<file path="src/rtl/vsam_pkg.sv">
// Shared types, constants and event codes for the vital sign alert monitor.
// No dependencies.
package vsam_pkg;
  localparam int unsigned WindowDepthDef = 8;
  localparam int unsigned NumCfg = 8;

  typedef enum logic [3:0] {
    EV_PRES_ON = 4'd0, EV_PRES_OFF = 4'd1,
    EV_BR_NONE = 4'd2, EV_BR_LOW = 4'd3, EV_BR_HIGH = 4'd4, EV_BR_IRREG = 4'd5,
    EV_HR_NONE = 4'd6, EV_HR_LOW = 4'd7, EV_HR_HIGH = 4'd8,
    EV_LIGHT = 4'd9, EV_DARK = 4'd10
  } event_e;

  typedef enum logic [2:0] {
    CFG_BR_LOW = 3'd0, CFG_BR_HIGH = 3'd1, CFG_BR_SD = 3'd2, CFG_HR_LOW = 3'd3,
    CFG_HR_HIGH = 3'd4, CFG_ZERO_HOLD = 3'd5, CFG_LIMIT_HOLD = 3'd6,
    CFG_LIGHT_TH = 3'd7
  } cfg_e;

  typedef enum logic [2:0] {
    ST_IDLE, ST_EVAL, ST_ACC, ST_VAR, ST_EMIT
  } state_e;

  // controller to datapath
  typedef struct packed {
    logic load;      // capture input, evaluate rate alerts, write window
    logic acc_clr;   // clear sums
    logic acc_step;  // add one window entry
    logic var_done;  // compare variance, set irregular bit
    logic emit_next; // advance event pointer
  } cmd_t;

  // datapath to controller
  typedef struct packed {
    logic acc_last;  // last entry being summed
    logic win_full;  // window full after this write
    logic present;   // tick has presence
    logic ev_any;    // an event is pending
    logic ev_last;   // pending event is the final one
  } sts_t;
endpackage

</file>
<file path="src/rtl/vsam_ctrl.sv">
// Sequencer for the vital sign alert monitor: walks evaluate, sum, compare
// and emit steps. Depends on vsam_pkg.
module vsam_ctrl (
  input  logic          clk_i,
  input  logic          rst_ni,
  input  logic          in_valid_i,
  output logic          in_stall_o,
  output logic          out_valid_o,
  input  logic          out_stall_i,
  input  vsam_pkg::sts_t sts_i,
  output vsam_pkg::cmd_t cmd_o
);
  import vsam_pkg::*;

  state_e state_q, state_d;

  // state register
  always_ff @(posedge clk_i or negedge rst_ni) begin
    if (!rst_ni) begin
      state_q <= ST_IDLE;
    end else begin
      state_q <= state_d;
    end
  end

  // next state and commands
  always_comb begin
    state_d = state_q;
    cmd_o = '0;
    in_stall_o = 1'b1;
    out_valid_o = 1'b0;
    unique case (state_q)
      ST_IDLE: begin
        in_stall_o = 1'b0;
        if (in_valid_i) begin
          cmd_o.load = 1'b1;
          state_d = ST_EVAL;
        end
      end
      ST_EVAL: begin
        cmd_o.acc_clr = 1'b1;
        if (sts_i.present && sts_i.win_full) state_d = ST_ACC;
        else state_d = ST_EMIT;
      end
      ST_ACC: begin
        cmd_o.acc_step = 1'b1;
        if (sts_i.acc_last) state_d = ST_VAR;
      end
      ST_VAR: begin
        cmd_o.var_done = 1'b1;
        state_d = ST_EMIT;
      end
      ST_EMIT: begin
        if (!sts_i.ev_any) begin
          state_d = ST_IDLE;
        end else begin
          out_valid_o = 1'b1;
          if (!out_stall_i) begin
            cmd_o.emit_next = 1'b1;
            if (sts_i.ev_last) state_d = ST_IDLE;
          end
        end
      end
      default: state_d = ST_IDLE;
    endcase
  end
endmodule

</file>
<file path="src/rtl/vsam_dp.sv">
// Datapath for the vital sign alert monitor: registers, hold timers,
// breath window, variance sums and event selection. Depends on vsam_pkg.
module vsam_dp #(
  parameter int unsigned WindowDepth = vsam_pkg::WindowDepthDef
) (
  input  logic           clk_i,
  input  logic           rst_ni,
  input  logic           cfg_valid_i,
  input  logic           cfg_ready_i,
  input  logic [2:0]     cfg_index_i,
  input  logic [31:0]    cfg_data_i,
  input  logic [31:0]    time_ms_i,
  input  logic [11:0]    breath_rate_i,
  input  logic [11:0]    heart_rate_i,
  input  logic           target_detected_i,
  input  logic [15:0]    lux_i,
  input  vsam_pkg::cmd_t cmd_i,
  output vsam_pkg::sts_t sts_o,
  output logic [3:0]     event_code_o,
  output logic [15:0]    event_value_o,
  output logic           last_event_o
);
  import vsam_pkg::*;

  localparam int unsigned IdxW = (WindowDepth > 1) ? $clog2(WindowDepth) : 1;
  localparam int unsigned FillW = $clog2(WindowDepth + 1);
  localparam int unsigned SxW = 12 + IdxW + 1;
  localparam int unsigned SxxW = 24 + IdxW + 1;
  localparam int unsigned VarW = SxxW + FillW + 2;
  localparam logic [FillW-1:0] FullFill = FillW'(WindowDepth);
  localparam logic [IdxW-1:0] LastIdx = IdxW'(WindowDepth - 1);
  localparam logic [15:0] NN1 = 16'(WindowDepth * (WindowDepth - 1));

  // configuration registers
  logic [7:0]  br_low_q, br_high_q, br_sd_q, hr_low_q, hr_high_q;
  logic [31:0] zero_hold_q, limit_hold_q;
  logic [15:0] light_th_q;

  always_ff @(posedge clk_i or negedge rst_ni) begin
    if (!rst_ni) begin
      br_low_q <= 8'd10; br_high_q <= 8'd20; br_sd_q <= 8'd48;
      hr_low_q <= 8'd40; hr_high_q <= 8'd100;
      zero_hold_q <= 32'd10000; limit_hold_q <= 32'd5000; light_th_q <= 16'd50;
    end else if (cfg_valid_i && cfg_ready_i) begin
      unique case (cfg_e'(cfg_index_i))
        CFG_BR_LOW:     br_low_q <= cfg_data_i[7:0];
        CFG_BR_HIGH:    br_high_q <= cfg_data_i[7:0];
        CFG_BR_SD:      br_sd_q <= cfg_data_i[7:0];
        CFG_HR_LOW:     hr_low_q <= cfg_data_i[7:0];
        CFG_HR_HIGH:    hr_high_q <= cfg_data_i[7:0];
        CFG_ZERO_HOLD:  zero_hold_q <= cfg_data_i;
        CFG_LIMIT_HOLD: limit_hold_q <= cfg_data_i;
        CFG_LIGHT_TH:   light_th_q <= cfg_data_i[15:0];
        default: ;
      endcase
    end
  end

  // rate conditions for the incoming tick
  logic presence;
  logic [5:0] cond;
  logic [31:0] hold_len [6];
  assign presence = target_detected_i || (breath_rate_i != '0) || (heart_rate_i != '0);
  assign cond[0] = breath_rate_i == '0;
  assign cond[1] = (breath_rate_i != '0) && ({4'd0, breath_rate_i[11:4]} < {4'd0, br_low_q});
  assign cond[2] = breath_rate_i[11:4] > br_high_q;
  assign cond[3] = heart_rate_i == '0;
  assign cond[4] = (heart_rate_i != '0) && (heart_rate_i[11:4] < hr_low_q);
  assign cond[5] = heart_rate_i[11:4] > hr_high_q;
  assign hold_len[0] = zero_hold_q;
  assign hold_len[1] = limit_hold_q;
  assign hold_len[2] = limit_hold_q;
  assign hold_len[3] = zero_hold_q;
  assign hold_len[4] = limit_hold_q;
  assign hold_len[5] = limit_hold_q;

  // per-tick state
  logic [31:0] start_q [6];
  logic [6:0]  alert_q, alert_prev_q;
  logic        pres_prev_q, light_prev_q;
  logic [IdxW-1:0]  widx_q, ridx_q;
  logic [FillW-1:0] fill_q;
  logic [11:0] win_q [WindowDepth];
  logic [7:0]  br_int_q, hr_int_q;
  logic [15:0] lux_q;
  logic [10:0] ev_pend_q;  // one bit per event code
  logic        present_q;

  // variance sums
  logic [SxW-1:0]  sx_q;
  logic [SxxW-1:0] sxx_q;
  logic [SxxW-1:0] sxx_all;
  logic [23:0]     sq_q;   // registered square of previous entry
  logic            sq_v_q;
  logic [VarW-1:0] lhs, rhs;
  logic [15:0]     sd2;
  logic            irreg;

  logic [6:0] alert_new;
  logic [10:0] ev_load;
  logic light_now, pres_ev, light_ev;
  always_comb begin
    alert_new = {alert_q[6:4], alert_q[3], alert_q[2:0]};
    for (int k = 0; k < 6; k++) begin
      logic [31:0] st;
      st = (start_q[k] == '0) ? time_ms_i : start_q[k];
      alert_new[(k < 3) ? k : k + 1] = cond[k] && ((time_ms_i - st) >= hold_len[k]);
    end
  end
  assign light_now = lux_i >= light_th_q;

  // presence and light edges seen at capture
  always_comb begin
    ev_load = '0;
    ev_load[EV_PRES_ON] = presence && !pres_prev_q;
    ev_load[EV_PRES_OFF] = !presence && pres_prev_q;
    ev_load[EV_LIGHT] = light_now && !light_prev_q;
    ev_load[EV_DARK] = !light_now && light_prev_q;
  end

  // variance compare, last square still in sq_q during the compare cycle
  assign sxx_all = sxx_q + SxxW'(sq_q);
  assign sd2 = br_sd_q * br_sd_q;
  assign lhs = VarW'(sxx_all) * VarW'(WindowDepth) - VarW'(sx_q) * VarW'(sx_q);
  assign rhs = VarW'(sd2) * VarW'(NN1);
  assign irreg = lhs > rhs;

  always_ff @(posedge clk_i or negedge rst_ni) begin
    if (!rst_ni) begin
      for (int k = 0; k < 6; k++) start_q[k] <= '0;
      alert_q <= '0; alert_prev_q <= '0; pres_prev_q <= 1'b0; light_prev_q <= 1'b0;
      widx_q <= '0; fill_q <= '0; ev_pend_q <= '0; present_q <= 1'b0;
      ridx_q <= '0; sq_v_q <= 1'b0;
    end else begin
      if (cmd_i.load) begin
        present_q <= presence;
        pres_prev_q <= presence;
        light_prev_q <= light_now;
        ev_pend_q <= ev_load;
        if (!presence) begin
          for (int k = 0; k < 6; k++) start_q[k] <= '0;
          alert_q <= '0; alert_prev_q <= '0; widx_q <= '0; fill_q <= '0;
        end else begin
          for (int k = 0; k < 6; k++)
            start_q[k] <= !cond[k] ? '0 : ((start_q[k] == '0) ? time_ms_i : start_q[k]);
          alert_q <= alert_new;
          widx_q <= (widx_q == LastIdx) ? '0 : widx_q + 1'b1;
          if (fill_q != FullFill) fill_q <= fill_q + 1'b1;
        end
      end
      if (cmd_i.acc_clr) begin
        ridx_q <= '0; sq_v_q <= 1'b0;
      end
      if (cmd_i.acc_step) begin
        ridx_q <= (ridx_q == LastIdx) ? '0 : ridx_q + 1'b1;
        sq_v_q <= 1'b1;
      end
      if (cmd_i.var_done) alert_q[3] <= irreg;
      // after evaluation, latch alert edges into pending events
      if ((cmd_i.acc_clr && !(present_q && sts_o.win_full)) || cmd_i.var_done) begin
        logic [6:0] a;
        a = cmd_i.var_done ? {alert_q[6:4], irreg, alert_q[2:0]} : alert_q;
        if (present_q) begin
          ev_pend_q[8:2] <= a ^ alert_prev_q;
          alert_prev_q <= a;
        end
      end
      if (cmd_i.emit_next) ev_pend_q <= ev_pend_q & (ev_pend_q - 1'b1);
    end
  end

  // payload registers: window, sums, captured values
  always_ff @(posedge clk_i) begin
    if (cmd_i.load) begin
      br_int_q <= breath_rate_i[11:4];
      hr_int_q <= heart_rate_i[11:4];
      lux_q <= lux_i;
      if (presence) win_q[widx_q] <= breath_rate_i;
    end
    if (cmd_i.acc_clr) begin
      sx_q <= '0; sxx_q <= '0;
    end
    if (cmd_i.acc_step) begin
      sx_q <= sx_q + SxW'(win_q[ridx_q]);
      sq_q <= win_q[ridx_q] * win_q[ridx_q];
      if (sq_v_q) sxx_q <= sxx_q + SxxW'(sq_q);
    end
    if (cmd_i.var_done) sxx_q <= sxx_all;
  end

  // lowest pending event goes out first
  logic [3:0] ev_code;
  always_comb begin
    ev_code = EV_PRES_ON;
    for (int k = 10; k >= 0; k--) if (ev_pend_q[k]) ev_code = 4'(k);
  end

  assign sts_o.acc_last = ridx_q == LastIdx;
  assign sts_o.win_full = fill_q == FullFill;
  assign sts_o.present = present_q;
  assign sts_o.ev_any = ev_pend_q != '0;
  assign sts_o.ev_last = (ev_pend_q & (ev_pend_q - 1'b1)) == '0;

  assign event_code_o = ev_code;
  assign last_event_o = sts_o.ev_last;
  always_comb begin
    unique case (event_e'(ev_code))
      EV_BR_NONE, EV_BR_LOW, EV_BR_HIGH, EV_BR_IRREG: event_value_o = {8'd0, br_int_q};
      EV_HR_NONE, EV_HR_LOW, EV_HR_HIGH: event_value_o = {8'd0, hr_int_q};
      EV_LIGHT, EV_DARK: event_value_o = lux_q;
      default: event_value_o = '0;
    endcase
  end
endmodule

</file>
<file path="src/rtl/vital_sign_alert_monitor_core.sv">
// The first event is shown in the emit state, reached through the evaluate state, and
// also through the sum and compare states when a target is present and the window is full.
// A new request is taken only in the idle state, after every pending event has been shown
// or after the emit state finds none; output stalls hold the emit state.
// Reset (rst_ni low, asynchronous) restores default thresholds and clears
// presence, light, alerts, hold timers and window fill.
module vital_sign_alert_monitor_core #(
  parameter int unsigned WindowDepth = vsam_pkg::WindowDepthDef
) (
  input  logic        clk_i,
  input  logic        rst_ni,
  input  logic        cfg_valid_i,
  output logic        cfg_ready_o,
  input  logic [2:0]  cfg_index_i,
  input  logic [31:0] cfg_data_i,
  input  logic        in_valid_i,
  output logic        in_stall_o,
  input  logic [31:0] time_ms_i,
  input  logic [11:0] breath_rate_i,
  input  logic [11:0] heart_rate_i,
  input  logic        target_detected_i,
  input  logic [15:0] lux_i,
  output logic        out_valid_o,
  input  logic        out_stall_i,
  output logic [3:0]  event_code_o,
  output logic [15:0] event_value_o,
  output logic        last_event_o
);
  import vsam_pkg::*;

  cmd_t cmd;
  sts_t sts;

  assign cfg_ready_o = 1'b1;

  vsam_ctrl u_ctrl (
    .clk_i, .rst_ni, .in_valid_i, .in_stall_o, .out_valid_o, .out_stall_i,
    .sts_i(sts), .cmd_o(cmd)
  );

  vsam_dp #(.WindowDepth(WindowDepth)) u_dp (
    .clk_i, .rst_ni, .cfg_valid_i, .cfg_ready_i(cfg_ready_o), .cfg_index_i,
    .cfg_data_i, .time_ms_i, .breath_rate_i, .heart_rate_i, .target_detected_i,
    .lux_i, .cmd_i(cmd), .sts_o(sts), .event_code_o, .event_value_o, .last_event_o
  );
endmodule

</file>
<file path="config.mk">
export PLATFORM = sky130hd
export DESIGN_NAME = vital_sign_alert_monitor_core
export DESIGN_NICKNAME = d
export VERILOG_FILES = /design/src/rtl/vsam_pkg.sv /design/src/rtl/vsam_ctrl.sv /design/src/rtl/vsam_dp.sv /design/src/rtl/vital_sign_alert_monitor_core.sv
export SDC_FILE = /design/constraint.sdc
export NUM_CORES = 2
export LEC_CHECK = 0
export BUFFER_PORTS_ARGS = -buffer_cell sky130_fd_sc_hd__buf_4
export CORE_ASPECT_RATIO = 0.7
export CORE_MARGIN = 2
export CORE_UTILIZATION = 50
export CTS_CLUSTER_SIZE = 12
export DETAILED_ROUTE_END_ITERATION = 10
export PLACE_DENSITY = 0.69
export SETUP_SLACK_MARGIN = 0.3
export SLEW_MARGIN = 30
export SYNTH_ARGS = -nofsm -noshare
export SYNTH_HDL_FRONTEND = slang
export SYNTH_SLANG_ARGS = --single-unit
</file>
<file path="constraint.sdc">
create_clock -name clk_i -period 7.2 [get_ports clk_i]
set_input_delay 0.36 -clock clk_i [delete_from_list [all_inputs] [get_ports clk_i]]
set_output_delay 0.36 -clock clk_i [all_outputs]
set_load 0.02 [all_outputs]
</file>
==> results.py <==
metrics = {
    "global_routing": {
        "track_usage_pct": 29.0,
        "antenna_found_initial": 5,
        "grt_max_degree": 149,
        "grt_pass1_wl_mm": 244,
        "grt.overflow.total": 0,
        "grt_pass1_vias": 42200,
    },
    "drt": {
        "first_pass_iters": 7,
        "via_per_inst": 5.85,
        "drt_iter0_drc": 4049,
        "vias": 43800,
        "drc": 0,
        "finalWirelength_mm": 157,
        "antenna_left": 0,
        "wl_per_cell_um": 21.0,
    },
    "sta": {
        "finalCriticalPeriod_ns": 7.27,
        "hold_viol": 0,
        "layout_setup_ws_ns": -0.0716,
        "final.period_utilization_pct": 101,
        "rsz0062_at_grt": "yes",
        "worst_pin_slew_ns": 1.02,
        "max-slew-margin-rel_pct": 32.2,
        "setup_violations": 3,
        "skew_ns": 0.0603,
        "maxSlewViolCount": 0,
        "timing.fmax_mhz": 138,
    },
    "critical_path": {
        "cp_top_family": "adder cells",
        "end_kind": "register",
        "crit_top_cell": "fa_1",
        "path_max_fanout": 7,
        "slowest_delay_ns": 0.61,
        "critPathRequiredTime_ns": 7.73,
        "crit_slowest_cell": "edfxtp_1",
        "path_buf_inv": 3,
        "arrival_ns": 7.80,
        "path_class": "reg -> reg",
        "worstSetupStartpointType": "register",
    },
    "place": {
        "place_hpwl_mm": 121,
        "preCtsSetupSlack_ns": -0.239,
        "place_congestion": 0.949,
        "port_buffers": 135,
    },
    "floorplan": {
        "fp.dieH_um": 276,
        "die_area_um2": 108000,
        "num_rows": 99,
        "coreArea_um2": 104000,
        "start_util_pct": 50.5,
        "fp.dieW_um": 392,
        "io_pins": 137,
    },
    "synth": {
        "ys_async_sr_fraction_pct": 64.4,
        "ys.flop_type": "dfrtp_1",
        "synth_edf_count": 167,
        "syn_avg_cell_area_um2": 9.36,
        "synth_cell_type_count": 98,
        "yosysWarnings": 0,
        "mappedNetlistArea_um2": 52700,
        "synthCells": 5625,
        "ys_seq_elements": 548,
        "synth-seq-area-share_pct": 27.4,
    },
    "final_layout": {
        "final_core_util_pct": 58.3,
        "layout_commonest_cell": "ha_1",
        "diodes": 0,
        "final_cell_mix": "ha_1, inv_1, a21oi_1",
        "area_growth_pct": 15.5,
        "fin_nets": 7147,
        "final_layout_size_suffix_gt1_share_pct": 14.0,
    },
    "clocking": {
        "cts_sinks": 548,
        "cts_tree": "done",
        "cts_root_buf": "clkbuf_16",
        "cts_made_buffers": 61,
        "ctsLongestPathBuffers": 3,
        "clock_latency_ns": 0.71,
        "cts_max_level": 2,
        "clkTransAtPathRegs_ns": 0.07,
    },
    "flow_run": {
        "maxCapViolCount": 0,
    },
    "outcome": {
        "violations": "negative setup slack",
        "status": "finished with violations",
    },
    "worst_hold_path": {
        "hold_path.class": "in -> reg",
    },
}
## final timing paths
kind,start,endpoint,slack [ns],cells past startpoint
worst max-delay path,u_dp.sx_q[0]$_SDFFCE_PN0P_,u_dp.alert_prev_q[3]$_DFF_PN0_,-0.07,25
worst min-delay path,cfg_data_i[13],u_dp.light_th_q[13]$_DFFE_PN0P_,0.03,2
worst max register to register,u_dp.sx_q[0]$_SDFFCE_PN0P_,u_dp.alert_prev_q[3]$_DFF_PN0_,-0.07,25
worst min register to register,u_dp.sxx_q[20]$_DFF_P_,u_dp.sxx_q[20]$_DFF_P_,0.46,2
max in group asynchronous,rst_ni,u_dp.light_th_q[7]$_DFFE_PN0P_,5.47,3
min in group asynchronous,rst_ni,u_dp.start_q[61]$_DFFE_PN0P_,0.30,2
## registers in the layout, indices dropped and copies added, names as in the netlist, 11 cells and up
name / flops
u_dp.light_th_q: 16
u_dp.ev_pend_q: 11
u_dp.start_q: 192
u_dp.limit_hold_q: 32
u_dp.sx_q: 16
u_dp.sq_q: 23
u_dp.lux_q: 16
u_dp.sxx_q: 28
u_dp.win_q: 96
u_dp.zero_hold_q: 32
## worst reg2reg max path, cell delays in order, from the launching register on
cell,delay (ns)
edfxtp_1,0.61
and2_4,0.25
inv_1,0.05
fa_1,0.49
inv_1,0.06
fa_1,0.49
fa_1,0.46
fa_1,0.54
fa_1,0.52
inv_2,0.04
fa_1,0.51
ha_4,0.29
nand3_2,0.08
or4_1,0.49
o211ai_1,0.27
a21oi_1,0.12
xnor2_1,0.21
ha_1,0.27
a21o_1,0.17
a21o_1,0.17
a21oi_2,0.18
a21oi_4,0.09
nor3_2,0.15
nand4b_1,0.12
o41ai_2,0.35
o21ai_1,0.12
## cells in the mapped netlist (all sizes together), types with 78 or more instances
library cell / number / area [um2]
xor2: 92 / 806
ha: 691 / 8650
inv: 684 / 2570
a21o: 221 / 1660
edfxtp: 167 / 5010
nor2: 277 / 1040
dfrtp: 329 / 8230
nor3: 78 / 395
fa: 325 / 6510
o21ai: 383 / 1920
xnor2: 193 / 1690
clkbuf: 139 / 542
nand2: 449 / 1690
a21oi: 499 / 2500
mux2: 101 / 1140
## per-layer routing
layer	wire length, um	track usage [%]	vias up
met2	60900	39.0	1683
li1	-	-	20500
met5	46	0	-
met3	16400	7.48	214
met1	76700	45.9	21400
met4	3040	6.01	6
## per-stage QoR
stage	cells	cell area (um2)	hold WS (ns)	TNS [ns]
after global placement	7238	56800	0.421	-0.0575
after floorplan	5627	52900	0.0644	0
final	7484	60800	0.0322	-0.118
after CTS	7423	59800	0.00853	-0.0326
after global routing	7484	60800	0.0151	-1.25
after detailed placement	7238	56800	0.418	-0.666
## cell families after synthesis
| logic type | count (synthesis) | share of synthesized area, % |
|---|---|---|
| xor+xnor | 285 | 4.74 |
| flops | 548 | 27.4 |
| simple gates | 1313 | 12.1 |
| other cells | 2 | 0.0143 |
| compound gates | 1483 | 17.4 |
| fa+ha+maj | 1017 | 28.8 |
| mux | 148 | 3.63 |
| buf+inv | 829 | 5.96 |
## layout make-up
cell class	instances	area [um2]
Clock buffer	90	1730
Clock inverter	25	463
Fill cell	9004	43500
Inverter	684	2590
Multi-Input combinational cell	4250	36000
Sequential cell	548	14400
Tap cell	1414	1770
Timing Repair Buffer	473	3870
## timing repair
item                                    CTS  global route
pin swaps                                16            98
setup buffers                             6            61
endpoints found under the setup margin    4            10
gates resized for setup                  38           120
hold buffers                             64             0
hold endpoints to repair                256             0
Power is left out: the tool's default activity adds up to more than one toggle a clock period on the data nets, which glitch-free logic cannot reach.
